### src/cppt_pkg.sv
// ----------------------------------------------------------------------------
// cppt_pkg
// Shared types and codes for the content peer page table: request and
// response words, operation and status codes, controller states, and the
// command and status groups between controller and datapath.
// ----------------------------------------------------------------------------
package cppt_pkg;

   // Operation codes carried in the request word
   typedef enum logic [1:0] {
      OP_INSERT = 2'd0,
      OP_FIND   = 2'd1,
      OP_REMOVE = 2'd2,
      OP_INIT   = 2'd3
   } op_type;

   // Status codes carried in the response word
   localparam logic [1:0] STAT_OK         = 2'd0;
   localparam logic [1:0] STAT_WRONG_PAGE = 2'd1;
   localparam logic [1:0] STAT_PAGE_EMPTY = 2'd2;

   // Request word
   typedef struct packed {
      logic [1:0]  operation;
      logic [63:0] cont_id;
      logic [31:0] content_type;
      logic [7:0]  revision;
      logic [31:0] peer_id;
   } req_type;

   // Response word
   typedef struct packed {
      logic [1:0]  status;
      logic        removed_mark;
      logic [1:0]  peer_count;
      logic [31:0] found_peer_0;
      logic [31:0] found_peer_1;
      logic [31:0] found_peer_2;
   } rsp_type;

   // Controller states
   typedef enum logic [2:0] {
      ST_CLEAR,
      ST_IDLE,
      ST_MOD,
      ST_LOOK,
      ST_EXEC
   } state_type;

   // Controller to datapath commands
   typedef struct packed {
      logic clr_wr;   // write one zero row of the clearing sweep
      logic capture;  // take the request word, start the index unit
      logic look;     // read the entry, check the page
      logic init;     // set tag and type, empty the page, answer
      logic exec;     // apply the operation to the entry, answer
   } cmd_type;

   // Datapath to controller status
   typedef struct packed {
      logic mod_done;  // entry index is ready
      logic clr_last;  // sweep is at its last row
      logic is_init;   // captured request is an initialize
   } stat_type;

endpackage

### src/cppt_ctrl.sv
// ----------------------------------------------------------------------------
// cppt_ctrl
// Controller: sequences clearing, request capture, index computation,
// entry read and entry update.
// ----------------------------------------------------------------------------
module cppt_ctrl (
   input  logic               clock,
   input  logic               reset,
   input  logic               start,
   output logic               busy,
   input  cppt_pkg::stat_type stat,
   output cppt_pkg::cmd_type  cmd
);

   import cppt_pkg::*;

   state_type state_ff, state_in;

   // State register; reset starts with a clearing sweep
   always_ff @(posedge clock) begin
      if (reset) begin
         state_ff <= ST_CLEAR;
      end else begin
         state_ff <= state_in;
      end
   end

   // Next state and commands
   always_comb begin
      state_in = state_ff;
      cmd      = '0;
      unique case (state_ff)
         ST_CLEAR: begin
            cmd.clr_wr = 1'b1;
            if (stat.clr_last) begin
               state_in = ST_IDLE;
            end
         end
         ST_IDLE: begin
            if (start) begin
               cmd.capture = 1'b1;
               state_in    = ST_MOD;
            end
         end
         ST_MOD: begin
            if (stat.mod_done) begin
               state_in = ST_LOOK;
            end
         end
         ST_LOOK: begin
            cmd.look = 1'b1;
            if (stat.is_init) begin
               cmd.init = 1'b1;
               state_in = ST_CLEAR;
            end else begin
               state_in = ST_EXEC;
            end
         end
         ST_EXEC: begin
            cmd.exec = 1'b1;
            state_in = ST_IDLE;
         end
         default: begin
            state_in = ST_IDLE;
         end
      endcase
   end

   assign busy = state_ff != ST_IDLE;

   a_one_cmd: assert property (@(posedge clock) disable iff (reset)
      $onehot0({cmd.clr_wr, cmd.capture, cmd.exec}))
      else $error("conflicting datapath commands");

   a_capture_then_mod: assert property (@(posedge clock) disable iff (reset)
      cmd.capture |=> state_ff == ST_MOD)
      else $error("capture not followed by index computation");

   a_exec_after_look: assert property (@(posedge clock) disable iff (reset)
      cmd.exec |-> $past(cmd.look) && !$past(stat.is_init))
      else $error("exec without an entry read");

endmodule

### config.mk
export PLATFORM = sky130hd
export DESIGN_NAME = cppt_ctrl
export DESIGN_NICKNAME = d
export VERILOG_FILES = /design/src/cppt_pkg.sv /design/src/cppt_ctrl.sv
export SDC_FILE = /design/constraint.sdc
export NUM_CORES = 1
export LEC_CHECK = 0
export ABC_AREA = 1
export BUFFER_PORTS_ARGS = -buffer_cell sky130_fd_sc_hd__buf_2
export CAP_MARGIN = 10
export CORE_AREA = 2 2 39 41
export DETAILED_ROUTE_END_ITERATION = 16
export DIE_AREA = 0 0 41 43
export MAX_ROUTING_LAYER = met4
export SLEW_MARGIN = 20
export SYNTH_ARGS = -nofsm -noshare
export SYNTH_HDL_FRONTEND = slang
export SYNTH_SLANG_ARGS = --single-unit
### constraint.sdc
create_clock -name clock -period 2 [get_ports clock]
set_input_delay 0.1 -clock clock [delete_from_list [all_inputs] [get_ports clock]]
set_output_delay 0.1 -clock clock [all_outputs]
set_load 0.005 [all_outputs]
==> reports/qor.csv <==
metric,value,unit
main combinational cell family by area after synthesis,simple AND/OR/NAND/NOR gates,
Gate Count Post-Synth,33,
mux share of post-synthesis cell area,0,%
area of the mapped netlist,211,sq um
Synth Register Bits,3,
full die area,0.00176,sq mm
post-synth top area share,28.4,%
setup tns final,0,ns
drt drc,0,
Setup crit start,state_ff[2],
Synth Flop Type,dfxtp_1,
via density per instance,3.61,
worst r2r src,state_ff[2],
async set-reset flop share out of synthesis,0,%
vias in the first global route,213,
relative slew slack,84.5,%
placer's final routability congestion estimate,0.745,
Max Clock Freq,842,MHz
Setup crit end kind,output pin,
Top reg by flops,state_ff,
"Seq/Total Area, Yosys",28.4,%
Tightest Pin Transition,0.232,ns
final-report hold violation count,0,
# fillers,167,
number of flip-flops in the largest register,3,
Post-Synth Simple-Gate Area,56.8,%
Worst EP required,1.90,ns
CTS tree,yes,
DR pass1 iterations,1,
per-cell routed wire length,7.67,um
hold endpoint,state_ff[2],
Detailed Place HPWL,381,um
CP Max Fanout,7,
top-count cell post-synth,nor2_1,
Min-Delay Path Class,in2reg,
vias,231,
Worst Setup Path Type,reg2out,
IO Port Bufs,11,
post_cts resized,0,
Clock Root Buffer,clkbuf_4,
Sink Count,3,
H-tree Lvls,1,
CTS buffer count,3,
Hold Crit Depth,2,
clock skew,0.000332,ns
layout cells sized above 1,41.7,%
post-synthesis compound-gate area fraction,2.37,%
DRT iter0 DRCs,0,
DRT antenna net count,0,
first-pass GRT wire length,793,um
largest net degree at the start of global routing,8,
count of boundary I/O pins,12,
Tmin final,1.19,ns
"top cells by area, synth","dfxtp_1 28%, nand3_2 19%, nor2_1 16%",
syn avg cell area,6.41,sq um
diode count,0,
Mapped Nets,39,
Synth area leader,dfxtp_1,
commonest cells in the netlist,"9 x nor2_1, 6 x inv_1, 5 x nand2_1",
fin util,22.6,%
GR Overflow Total,0,
Largest regs,state_ff: 3 flops,
Skew-Pair Late Insertion Delay,0.23,ns
"EDFF count, synth",0,
Final Cell Area,313,sq um
Cell Pwr Density,1220,mW/mm^2
Routed Wire Length,491,um
post-route clock period utilization,59.4,%
RSZ-0062 raised after global routing,no,
gr usage total,7.20,%
synth unique cells,11,
XOR/XNOR Fraction of Synth Area,0,%
Initial Util,15.3,%
leak pwr,0.177,nW
area grow syn2layout,47.9,%
initial antenna violation count,0,
fin. max-slew vios,0,
DIE HEIGHT,43,um
YS warnings,0,
Max Cap Violations,0,
crit path DAT,1.09,ns
Cell Rows,14,
post-synthesis adder-cell area fraction,0,%
core box area,0.00138,sq mm
Worst-path clk slew,0.04,ns
Post-layout nets,55,
R2R setup slack,0.99,ns
worst r2r path cells,6,
Die W,41,um
startpoint class of the critical path,register,
Peak VDD IR,0.371,mV
status,"complete, no violations",
CTS Buffer Depth,2,
Final Setup Violations,0,
Setup Buffers After CTS,0,
placed cell area,287,sq um
HP Start,stat[0],
cts hold-fix bufs,0,
FF-to-FF End,state_ff[1],
==> area by class of cell <==
class	count	area [sq um]	share of cell area, %
well taps	16	20.0	6.40
flip-flops and latches	3	60.1	19.2
clock buffers	4	26.3	8.40
repair buffers	11	55.1	17.6
multi-input cells	23	125	40.0
inverters	7	26.3	8.40
==> kinds of logic after synthesis <==
kind of cell | Yosys count
and+or+nand+nor | 22
AOI/OAI and AO/OA | 1
DFF | 3
buffers and inverters | 7
==> metrics by stage <==
step           setup slack (ns)  cells  total power, mW  hold slack [ns]
6_report                  0.812     64            0.383           0.0437
5_1_grt                   0.685     64            0.428           0.0397
4_1_cts                   0.776     64            0.394           0.0309
3_5_place_dp              0.979     60            0.281            0.282
3_3_place_gp               1.01     60            0.277            0.282
2_1_floorplan              1.07     33            0.224            0.169
==> how the worst max path moves through the flow <==
stage	end	slack (ns)	cells past startpoint
4_1_cts	cmd[3]	0.78	5
3_5_place_dp	state_ff[1]	0.98	7
6_report	cmd[3]	0.81	4
5_1_grt	cmd[3]	0.68	4
3_3_place_gp	state_ff[1]	1.01	6
2_1_floorplan	state_ff[1]	1.07	7
==> placed cells by master (no fill, tap or decap) <==
cell,Yosys,routed
buf_2,0,11
nor2_1,9,9
inv_1,6,6
nand2_1,5,5
nand3_2,4,4
clkbuf_4,0,3
dfxtp_1,3,3
nor3b_1,1,1
inv_2,1,1
nor4_1,1,1
nand3b_1,1,1
a21oi_1,1,1
nor2_2,1,1
clkbuf_1,0,1
==> report_power, final <==
part	switching [mW]	leakage [nW]	total [mW]	internal [mW]
clock	0.0321	0.0150	0.107	0.0748
sequential	0.0183	0.0247	0.0968	0.0785
combinational	0.104	0.138	0.179	0.0748
==> critical path, stage by stage, from the launching register on <==
cell,delay (ns)
dfxtp_1,0.36
nor2_1,0.21
nand2_1,0.09
nor2_1,0.09
buf_2,0.11
==> metal layers <==
| metal | share of wire, % | GRT usage (%) | vias to the layer above |
|---|---|---|---|
| met3 | 7.9 | 3.14 | 0 |
| met5 | 0 | - | - |
| met2 | 48 | 9.06 | 6 |
| met1 | 44 | 8.36 | 94 |
| li1 | - | - | 131 |
| met4 | 0 | 6.00 | 0 |
No activity file was read; power rests on OpenSTA's default activity.
